### config.mk
export PLATFORM = sky130hd
export DESIGN_NAME = bss_ctrl
export DESIGN_NICKNAME = d
export VERILOG_FILES = /design/src/hdl/bss_pkg.sv /design/src/hdl/bss_ctrl.sv
export SDC_FILE = /design/constraint.sdc
export NUM_CORES = 1
export LEC_CHECK = 0
export BUFFER_PORTS_ARGS = -buffer_cell sky130_fd_sc_hd__buf_2
export CAP_MARGIN = 20
export CORE_MARGIN = 1.5
export CORE_UTILIZATION = 56
export DETAILED_ROUTE_END_ITERATION = 12
export HOLD_SLACK_MARGIN = 0.08
export PLACE_DENSITY = 0.9
export SLEW_MARGIN = 10
export SYNTH_ARGS = -nofsm -noshare
export SYNTH_HDL_FRONTEND = slang
export SYNTH_SLANG_ARGS = --single-unit
### constraint.sdc
create_clock -name clk -period 6.1 [get_ports clk]
set_input_delay 0.915 -clock clk [delete_from_list [all_inputs] [get_ports clk]]
set_output_delay 0.915 -clock clk [all_outputs]
set_load 0.1 [all_outputs]
### src/hdl/bss_pkg.sv
// bss_pkg: shared types and constants for the bounded sample statistics block.
// Holds request/result payload structs, command codes and controller/datapath links.
// No dependencies.
package bss_pkg;

	localparam int CAPACITY_DEFAULT = 16;

	localparam logic [2:0] CMD_ADD     = 3'd0;
	localparam logic [2:0] CMD_REM_ONE = 3'd1;
	localparam logic [2:0] CMD_REM_ALL = 3'd2;
	localparam logic [2:0] CMD_CLEAR   = 3'd3;

	typedef struct packed {
		logic [2:0]         cmd;
		logic signed [31:0] value;
	} bss_in_t;

	typedef struct packed {
		logic               accepted;
		logic [4:0]         sample_count;
		logic               found;
		logic [4:0]         occurrences;
		logic               is_empty;
		logic signed [31:0] minimum;
		logic signed [31:0] maximum;
		logic [31:0]        spread;
		logic signed [35:0] total;
		logic signed [39:0] mean_q8;
		logic [39:0]        deviation_q8;
	} bss_out_t;

	typedef enum logic [1:0] {
		IT_MUL,
		IT_DIV,
		IT_SQRT
	} it_op_t;

	typedef enum logic [2:0] {
		JOB_MEAN,
		JOB_SQ,
		JOB_NSQ,
		JOB_DEV_DIV,
		JOB_DEV_SQRT
	} job_t;

	typedef struct packed {
		logic in_take;
		logic do_add;
		logic do_clear;
		logic rd_idx;
		logic rd_last;
		logic mv_wr;
		logic idx_inc;
		logic idx_rst;
		logic stat_clr;
		logic p1_acc;
		logic p2_sub;
		logic p2_sq;
		logic p2_acc;
		logic it_start;
		job_t job;
		logic sq_save;
		logic mean_save;
		logic dev_save;
		logic out_load;
	} bss_ctl_t;

	typedef struct packed {
		logic [2:0] cmd;
		logic       scan_end;
		logic       match;
		logic       n_zero;
		logic       n_one;
		logic       it_busy;
		logic       out_block;
	} bss_sts_t;

endpackage

### src/hdl/bss_ctrl.sv
// bss_ctrl: controller state machine sequencing command, scan passes and arithmetic jobs.
// Depends on bss_pkg.
module bss_ctrl (
	input  logic              clk,
	input  logic              arst_n,
	input  logic              req_valid,
	output logic              req_stall,
	input  bss_pkg::bss_sts_t sts,
	output bss_pkg::bss_ctl_t ctl
);

	typedef enum logic [16:0] {
		S_IDLE     = 17'h00001,
		S_CMD      = 17'h00002,
		S_SCAN_RD  = 17'h00004,
		S_SCAN_CMP = 17'h00008,
		S_MOVE     = 17'h00010,
		S_P1_RD    = 17'h00020,
		S_P1_ACC   = 17'h00040,
		S_MEAN     = 17'h00080,
		S_P2_RD    = 17'h00100,
		S_P2_SUB   = 17'h00200,
		S_P2_SQ    = 17'h00400,
		S_P2_ACC   = 17'h00800,
		S_MUL_SQ   = 17'h01000,
		S_MUL_N    = 17'h02000,
		S_DIV      = 17'h04000,
		S_SQRT     = 17'h08000,
		S_FIN      = 17'h10000
	} state_t;

	state_t state_q, state_nx;

	always_comb begin
		state_nx = state_q;
		ctl      = '0;
		unique case (state_q)
			S_IDLE: begin
				if (req_valid) begin
					ctl.in_take = 1'b1;
					state_nx    = S_CMD;
				end
			end
			S_CMD: begin
				case (sts.cmd)
					bss_pkg::CMD_REM_ONE, bss_pkg::CMD_REM_ALL: begin
						ctl.idx_rst = 1'b1;
						state_nx    = S_SCAN_RD;
					end
					default: begin
						ctl.do_add   = sts.cmd == bss_pkg::CMD_ADD;
						ctl.do_clear = sts.cmd == bss_pkg::CMD_CLEAR;
						ctl.idx_rst  = 1'b1;
						ctl.stat_clr = 1'b1;
						state_nx     = S_P1_RD;
					end
				endcase
			end
			S_SCAN_RD: begin
				if (sts.scan_end) begin
					ctl.idx_rst  = 1'b1;
					ctl.stat_clr = 1'b1;
					state_nx     = S_P1_RD;
				end else begin
					ctl.rd_idx = 1'b1;
					state_nx   = S_SCAN_CMP;
				end
			end
			S_SCAN_CMP: begin
				if (sts.match) begin
					ctl.rd_last = 1'b1;
					state_nx    = S_MOVE;
				end else begin
					ctl.idx_inc = 1'b1;
					state_nx    = S_SCAN_RD;
				end
			end
			S_MOVE: begin
				// fill the gap with the last sample; remove-all rechecks the same slot
				ctl.mv_wr = 1'b1;
				if (sts.cmd == bss_pkg::CMD_REM_ONE) begin
					ctl.idx_rst  = 1'b1;
					ctl.stat_clr = 1'b1;
					state_nx     = S_P1_RD;
				end else begin
					state_nx = S_SCAN_RD;
				end
			end
			S_P1_RD: begin
				if (!sts.scan_end) begin
					ctl.rd_idx = 1'b1;
					state_nx   = S_P1_ACC;
				end else if (sts.n_zero) begin
					state_nx = S_FIN;
				end else begin
					ctl.it_start = 1'b1;
					ctl.job      = bss_pkg::JOB_MEAN;
					state_nx     = S_MEAN;
				end
			end
			S_P1_ACC: begin
				ctl.p1_acc  = 1'b1;
				ctl.idx_inc = 1'b1;
				state_nx    = S_P1_RD;
			end
			S_MEAN: begin
				ctl.job = bss_pkg::JOB_MEAN;
				if (!sts.it_busy) begin
					ctl.mean_save = 1'b1;
					if (sts.n_one) begin
						state_nx = S_FIN;
					end else begin
						ctl.idx_rst = 1'b1;
						state_nx    = S_P2_RD;
					end
				end
			end
			S_P2_RD: begin
				if (sts.scan_end) begin
					ctl.it_start = 1'b1;
					ctl.job      = bss_pkg::JOB_SQ;
					state_nx     = S_MUL_SQ;
				end else begin
					ctl.rd_idx = 1'b1;
					state_nx   = S_P2_SUB;
				end
			end
			S_P2_SUB: begin
				ctl.p2_sub = 1'b1;
				state_nx   = S_P2_SQ;
			end
			S_P2_SQ: begin
				ctl.p2_sq = 1'b1;
				state_nx  = S_P2_ACC;
			end
			S_P2_ACC: begin
				ctl.p2_acc  = 1'b1;
				ctl.idx_inc = 1'b1;
				state_nx    = S_P2_RD;
			end
			S_MUL_SQ: begin
				if (!sts.it_busy) begin
					ctl.sq_save  = 1'b1;
					ctl.it_start = 1'b1;
					ctl.job      = bss_pkg::JOB_NSQ;
					state_nx     = S_MUL_N;
				end
			end
			S_MUL_N: begin
				if (!sts.it_busy) begin
					ctl.it_start = 1'b1;
					ctl.job      = bss_pkg::JOB_DEV_DIV;
					state_nx     = S_DIV;
				end
			end
			S_DIV: begin
				if (!sts.it_busy) begin
					ctl.it_start = 1'b1;
					ctl.job      = bss_pkg::JOB_DEV_SQRT;
					state_nx     = S_SQRT;
				end
			end
			S_SQRT: begin
				if (!sts.it_busy) begin
					ctl.dev_save = 1'b1;
					state_nx     = S_FIN;
				end
			end
			S_FIN: begin
				if (!sts.out_block) begin
					ctl.out_load = 1'b1;
					state_nx     = S_IDLE;
				end
			end
			default: begin
				state_nx = S_IDLE;
			end
		endcase
	end

	always_ff @(posedge clk or negedge arst_n) begin
		if (!arst_n) begin
			state_q <= S_IDLE;
		end else begin
			state_q <= state_nx;
		end
	end

	assign req_stall = state_q != S_IDLE;

endmodule

**Word-level counts from Yosys, hierarchy flattened**

Cells that the tools add are included.
W data, S select, Z words.

- Bits in registers: 17
- Bits in writable memories: 0
- ROM bits: 0
- Bits of input ports: 12
- Output and inout bits: 22
- Logic and storage cells: 86
- Memories kept: 0
- Bits in latches: 0

- Multiply operators: 0
- Order comparisons: 0
- Shift-type cells: 0
- Bitwise operators: 0
- Reductions and logical operators: 5
- Mux-type cells: 52
- $add $sub $neg: 0
- Div/mod/pow operators: 0
- Equality and inequality tests: 28

Operator list:

| cell | count |
|---|---|
| $pmux W17 S17 | 1 |
| $mux W17 | 10 |
| $mux W1 | 21 |
| $mux W4 | 5 |
| $mux W6 | 3 |
| $eq A17 B1 Y1 const B | 1 |
| $eq A17 B10 Y1 const B | 1 |
| $eq A17 B11 Y1 const B | 1 |
| $eq A17 B12 Y1 const B | 1 |
| $eq A17 B13 Y1 const B | 1 |
| $eq A17 B14 Y1 const B | 1 |
| $eq A17 B15 Y1 const B | 1 |
| $eq A17 B16 Y1 const B | 1 |
| $eq A17 B17 Y1 const B | 1 |
| $eq A17 B2 Y1 const B | 1 |
| $eq A17 B3 Y1 const B | 1 |
| $eq A17 B4 Y1 const B | 1 |
| $eq A17 B5 Y1 const B | 1 |
| $eq A17 B6 Y1 const B | 1 |
| $eq A17 B7 Y1 const B | 1 |
| $eq A17 B8 Y1 const B | 1 |
| $eq A17 B9 Y1 const B | 1 |
| $ne A17 B1 Y1 const B | 1 |
| $pmux W3 S5 | 1 |
| 14 further kinds | 26 |

**Longest topological paths before layout**

Gate-level depths: netlist of the first run.

- Word-level depth: 4
- Mapped depth: 6
- Mapped depth without buffers: 5

**Worst setup path before layout of the first run**

Ideal clock, no wire load.

- Path type: reg-to-output
- From: register state_q[1]
- To: output port ctl[3] (netlist name)
- Arrival: 4.475 ns
- Buffers on the path: 0
- Stages on the path, launching flop included: 5
- Path slack: 0.710 ns
- Data required time: 5.185 ns
- Cell sequence: dfrtp_1 nor4_4 nand4_1 nor3_1 nor4b_1

RTL lines:

| what | RTL line | RTL |
|---|---|---|
| start, declared | bss_ctrl.sv:32 | `state_t state_q, state_nx;` |
| start signal, assigned | bss_ctrl.sv:185 | `state_q <= state_nx;` |
| end, declared | bss_ctrl.sv:9 | `output bss_pkg::bss_ctl_t ctl` |

==> metrics.md, run 1 <==
| Metric | Value |
|---|---|
| Gate Count Post-Synth | `about 140` |
| Number of antenna violations at the first check in global routing | `0` |
| Number of iterations in the first detailed-routing pass | `5` |
| Die span in y | `51.6 µm` |
| Final design utilization | `0.686` |
| Net Count, Synth | `about 160` |
| Hold/Removal Path Class | `input pin to async pin` |
| Register with the most flip-flops | `state_q` |
| Max VDD drop | `about 180 µV` |
| Effective utilization at floorplan | `0.598` |
| Static Leak | `0.687 nW` |
| CP startpoint kind | `flip-flop` |
| Die X | `about 52 µm` |
| DRC viols | `0` |
| Fin nets | `around 190` |
| Crit share post-route | `0.610` |
| Cell area after layout | `about 0.0015 mm²` |
| RSZ-0062 raised after global routing | `false` |
| Vias per Instance | `6.25` |
| Slew of the pin with the lowest slew margin | `roughly 540 ps` |
| Final number of max-transition violations | `0` |
| Count of cell types in the netlist | `53` |
| FP Rows | `17` |
| Clock H-tree levels | `1` |
| Quantity of gates resized following cts | `0` |
| Sequential area share after synthesis | `0.322` |
| Post-DRT Antenna Nets | `0` |
| Final Hold Viols | `0` |
| Post-synth EDFFs | `0` |
| Worst setup path class | `flip-flop to output port` |
| Crit path max-delay cell type | `sky130_fd_sc_hd__buf_2` |
| Worst-path maximum fanout | `5` |
| Clock tree from TritonCTS | `yes` |
| Max reg flops | `17` |
| Fmax | `roughly 0.27 GHz` |
| Diodes inserted | `0` |
| Placed Instance Area | `approximately 0.0015 mm²` |
| Highest cell delay on the worst timing path | `approximately 500 ps` |
| Area of the core | `~0.0022 mm²` |
| Largest registers | `state_q x17` |
| Clock latency at the later pin of the worst-skew pair | `~300 ps` |
| Power per standard cell area | `between 300 and 400 mW/mm²` |
| Number of buffers added by the clock tree synthesis step | `3` |
| CP required | `approximately 5200 ps` |
| Area growth from synthesis to final layout | `14.7%` |
| Global-route wire length before repair | `about 5.4 mm` |
| Clock-pin slew on the worst setup and hold paths | `around 100 ps` |
| Overflow left after global routing | `0` |
| Number of clock sinks | `17` |
| Number of I/O port buffers | `33` |
| Pin count of the biggest net entering global routing | `18` |
| Final setup margin | `around 2400 ps` |
| Post-synth ARST share | `1.00` |
| Status | `completed` |
| Quantity of hold-fixing buffers added after cts | `0` |
| Total chip power | `roughly 470 µW` |
| Post-Place Setup Slack | `roughly 2800 ps` |
| Total wire length | `approximately 3.1 mm` |
| Overall fraction of global-route tracks in use | `0.273` |
| Critical path capture point type | `output port` |
| Mean post-synth cell area | `a little over 9 µm²` |
| Most used flip-flop cell after synthesis | `sky130_fd_sc_hd__dfrtp_1` |
| Root Buffer Master | `sky130_fd_sc_hd__clkbuf_4` |
| Number of violations reported at the end of detailed-routing iteration 0 | `60` |
| Final setup viols | `0` |
| Number of register bits inferred by synthesis | `17` |
| Minimum clock period after layout | `around 3700 ps` |
| CP cell instances | `nor4_4, nand4_1, nor3_1, nor4b_1, buf_2` |
| Slew Limit Headroom | `0.639` |
| Filler instances | `180` |
| Routability congestion estimate from global placement | `approximately 0.92` |
| Max clock buf depth | `2` |
| I/O pin total | `34` |
| Total die area | `~0.0027 mm²` |
| Total number of vias | `about 1300` |
| DPL Wire Length | `about 2.5 mm` |
| Synthesis warning total | `0` |
| Filler-free cell count of the finished design | `between 200 and 250` |
| Fin Hold WS | `about 520 ps` |
| Maximum Capacitance Violations | `0` |
| Dpl cells | `around 200` |
| Layout cells sized above 1 | `0.337` |
| Final routed wire length divided by cell count | `around 15 µm` |
| Skew final | `around 3.3 ps` |
| Vias in the first global route | `1143` |
| Sum Neg Setup Slack | `0 ps` |
| Area of the mapped netlist | `around 0.0013 mm²` |
| Worst EP arrival | `2810 ps` |
| Post-CTS setup buffers | `0` |
worst max-delay path: cells and delay by family, from the launching register on:
family        cells  cell delay, ps
simple gates      4            1550
buf+inv           1             500
flops             1             460
report_power, final:
group          internal (mW)  total, mW  switching [mW]
Combinational         0.0664      0.263           0.196
Clock                 0.0255     0.0628          0.0373
Sequential             0.125      0.141          0.0162
cell usage after synthesis (all sizes together), types with 2 or more instances:
library cell  instances  share of area
nor2                 19          0.054
dfrtp                16           0.30
nor4                  9          0.081
nor3                  8          0.042
inv                   6          0.017
nand4                 6          0.038
nor4b                 6          0.049
o21ai                 6          0.028
a21oi                 5          0.019
nand2                 5          0.014
nand2b                5          0.024
nand3b                5          0.028
nor2b                 4          0.019
or2                   4          0.021
buf                   3          0.018
mux2i                 3          0.023
nor3b                 3          0.021
xor2                  3          0.020
and3                  2         0.0095
clkbuf                2         0.0066
nand3                 2         0.0076
xnor2                 2          0.013
layout by cell type (no fill, tap or decap), drive strengths merged, types with 2 or more instances in the layout:
cell,n
a21oi,5
and3,2
buf,33
clkbuf,4
dfrtp,16
inv,6
mux2i,3
nand2,5
nand2b,5
nand3,2
nand3b,5
nand4,6
nor2,19
nor2b,4
nor3,8
nor3b,3
nor4,9
nor4b,6
o21ai,6
or2,4
xnor2,2
xor2,3
metal layers:
layer | vias up | wire, µm | track usage
met1 | 596 | 1380 | 0.397
met5 | - | 0 | 0
met4 | 0 | 58 | 0.123
met3 | 7 | 238 | 0.0316
met2 | 60 | 1430 | 0.404
li1 | 606 | - | -
cell type report:
type | count | area [µm²] | share of cell area
multi-input combinational | 115 | 842 | 0.555
sequential | 17 | 427 | 0.281
timing repair buffer | 33 | 165 | 0.109
tap | 28 | 35.0 | 0.0231
clock buffer | 4 | 26.3 | 0.0173
inverter | 6 | 22.5 | 0.0148
path summary, 6_finish.rpt:
kind                                      endpoint  slack [ps]                     from  depth (start not counted)
max in group asynchronous   state_q[0]$_DFFE_PN1P_        5270                   arst_n                          1
hold / removal              state_q[2]$_DFFE_PN0P_         520                   arst_n                          1
setup reg to reg            state_q[0]$_DFFE_PN1P_        3980  state_q[13]$_DFFE_PN0P_                          5
hold reg to reg            state_q[11]$_DFFE_PN0P_         600  state_q[11]$_DFFE_PN0P_                          1
min in group clk           state_q[11]$_DFFE_PN0P_         600  state_q[11]$_DFFE_PN0P_                          1
setup / recovery                            ctl[3]        2380   state_q[1]$_DFFE_PN0P_                          5
cells by family after synthesis:
kind of cell / after synthesis / share of synthesized area
and+or+nand+nor: 81 / 0.426
buffers and inverters: 11 / 0.0416
muxes: 3 / 0.0227
AOI/OAI and AO/OA: 26 / 0.154
xor gates and xnor gates: 5 / 0.0331
DFF: 17 / 0.322
(Power assumes the default switching activity.)
==> inputs of run 2 (changes only) <==
CORE_UTILIZATION = 52   (was 56)
PLACE_DENSITY = 0.85   (was 0.9)
clock period = 3.5 ns   (was 6.1 ns; I/O delays follow)
==> run 2 against run 1 <==
Compared with the run above:
- final area rose by 5.4%
- final cell count is 0.99% higher
- clock skew increased by 4.1 ps
- critical path depth is 1 higher
- critical path type unchanged
==> metrics.md, run 2 (synthesis results as in run 1) <==
| Metric | Value |
|---|---|
| Area of the multi-input gates | `approximately 920 µm²` |
| Minimum clock period after layout | `~3300 ps` |
| Filler-free cell count of the finished design | `205` |
| Effective utilization at floorplan | `0.544` |
| Skew final | `7.39 ps` |
| DPL Wire Length | `between 2 and 3 mm` |
| Slew of the pin with the lowest slew margin | `~570 ps` |
| Number of iterations in the first detailed-routing pass | `4` |
| CP cell instances | `nor4_4, nand4_2, or3b_4, or2_4, o2111ai_2, buf_2` |
| DRC viols | `0` |
| Final routed wire length divided by cell count | `between 15 and 20 µm` |
| Max clock buf depth | `2` |
| Share of total power in sequential cells | `0.293` |
| Commonest non-fill, non-tap cell in the layout | `sky130_fd_sc_hd__buf_2` |
| Clock latency at the later pin of the worst-skew pair | `around 310 ps` |
| Pin count of the biggest net entering global routing | `18` |
| Total wire length | `about 3.2 mm` |
| Power share of the combinational group | `0.577` |
| Crit path max-delay cell type | `sky130_fd_sc_hd__dfrtp_1` |
| Final Hold Viols | `0` |
| RSZ-0062 raised after global routing | `false` |
| Overall fraction of global-route tracks in use | `0.251` |
| Worst-path maximum fanout | `12` |
| Final number of max-transition violations | `0` |
| Number of clock sinks | `17` |
| Number of violations reported at the end of detailed-routing iteration 0 | `31` |
| Clock-pin slew on the worst setup and hold paths | `100 ps` |
| Global-route wire length before repair | `just over 5 mm` |
| Clock H-tree levels | `1` |
| Area growth from synthesis to final layout | `20.9%` |
| Max reg flops | `17` |
| Final setup viols | `0` |
| Static Leak | `0.698 nW` |
| Worst EP arrival | `approximately 2800 ps` |
| Status | `completed` |
| Internal power | `383 µW` |
| I/O pin total | `34` |
| Diodes inserted | `0` |
| Top library cells by usage in the layout, fill and taps aside | `32 x sky130_fd_sc_hd__buf_2, 17 x sky130_fd_sc_hd__nor2_1, 16 x sky130_fd_sc_hd__dfrtp_1` |
| CP required | `between 2000 and 3000 ps` |
| Switching power | `roughly 450 µW` |
| Largest registers | `state_q x17` |
| Worst setup path class | `flip-flop to output port` |
| Register with the most flip-flops | `state_q` |
| Sequential cell area | `roughly 430 µm²` |
| Maximum Capacitance Violations | `0` |
| Overflow left after global routing | `0` |
| Total number of vias | `about 1300` |
| Number of buffers added by the clock tree synthesis step | `3` |
| Routability congestion estimate from global placement | `roughly 0.96` |
| Filler instances | `around 200` |
| Clock tree from TritonCTS | `yes` |
| Fin nets | `approximately 190` |
| FP Rows | `18` |
| Quantity of hold-fixing buffers added after cts | `0` |
| Final setup margin | `about 170 ps` |
| Fmax | `roughly 0.3 GHz` |
| Post-DRT Antenna Nets | `0` |
| Post-Place Setup Slack | `525 ps` |
| Layout cells sized above 1 | `0.400` |
| Die X | `53.5 µm` |
| Dpl cells | `201` |
| Clock power frac | `0.130` |
| Root Buffer Master | `sky130_fd_sc_hd__clkbuf_4` |
| Power per standard cell area | `between 500 and 600 mW/mm²` |
| CP startpoint kind | `flip-flop` |
| Critical path capture point type | `output port` |
| Number of I/O port buffers | `33` |
| Highest cell delay on the worst timing path | `between 500 and 600 ps` |
| Switching share of power | `0.543` |
| Total die area | `between 0.002 and 0.003 mm²` |
| Vias in the first global route | `roughly 1200` |
| Vias per Instance | `6.17` |
| Max VDD drop | `between 1000 and 1500 µV` |
| Crit share post-route | `0.952` |
| Die span in y | `53.5 µm` |
| Number of antenna violations at the first check in global routing | `0` |
| Hold/Removal Path Class | `input pin to async pin` |
| Slew Limit Headroom | `0.617` |
| Area of the core | `~0.0024 mm²` |
run 2: cell count changes in the layout (fill, tap and decap cells not counted), sizes merged:
| cell | previous run | this run |
|---|---|---|
| clkinv | 0 | 1 |
| buf | 33 | 32 |
run 2: metal layers:
layer / GRT usage / vias to the layer above / wire, µm
li1: - / 607 / -
met1: 0.319 / 620 / 1390
met2: 0.412 / 35 / 1640
met3: 0.0734 / 2 / 189
met4: 0.0641 / 0 / 12
met5: 0 / - / 0
run 2: power groups by stage:
stage / combinational, mW / clock [mW] / sequential, mW
floorplan: 0.397 / 0 / 0.243
global placement: 0.467 / 0 / 0.248
detailed placement: 0.477 / 0 / 0.248
CTS: 0.477 / 0.111 / 0.244
global route: 0.511 / 0.120 / 0.248
finish: 0.483 / 0.109 / 0.245
run 2: through the flow:
stage | cell area [µm²] | total power, mW | hold slack [ps] | util | setup TNS [ps]
6_report | 1600 | 0.837 | 120 | 0.658 | 0
5_1_grt | 1600 | 0.879 | 144 | 0.658 | 0
4_1_cts | 1600 | 0.833 | 133 | 0.657 | 0
3_5_place_dp | 1570 | 0.724 | 471 | 0.646 | 0
3_3_place_gp | 1570 | 0.715 | 462 | 0.646 | 0
2_1_floorplan | 1400 | 0.640 | 229 | - | -491
run 2: final timing paths:
path	start	end	slack, ps	cells past startpoint
setup reg to reg	state_q[13]$_DFFE_PN0P_	state_q[0]$_DFFE_PN1P_	1320	5
hold reg to reg	state_q[8]$_DFFE_PN0P_	state_q[10]$_DFFE_PN0P_	620	1
setup / recovery	state_q[13]$_DFFE_PN0P_	ctl[7]	170	6
max in group asynchronous	arst_n	state_q[0]$_DFFE_PN1P_	3060	1
min in group clk	sts[4]	state_q[2]$_DFFE_PN0P_	440	2
hold / removal	arst_n	state_q[15]$_DFFE_PN0P_	120	1
run 2: what timing repair did:
action                     4_1_cts  5_1_grt
setup buffers                    0        0
hold endpoints to repair         0        0
resized for setup                0        1
setup endpoints to repair        0        1
run 2: layout make-up:
type                       instances  area share
tap                               30      0.0235
inverter                           6      0.0141
timing repair buffer              33       0.105
multi-input combinational        115       0.574
sequential                        17       0.267
clock buffer                       3      0.0141
clock inverter                     1     0.00313
run 2: worst max-delay path, delay by kind of cell, from the launching register on:
kind / cells / cell delay (ps)
and+or+nand+nor: 4 / 1420
DFF: 1 / 540
AOI/OAI and AO/OA: 1 / 80
buffers and inverters: 1 / 450
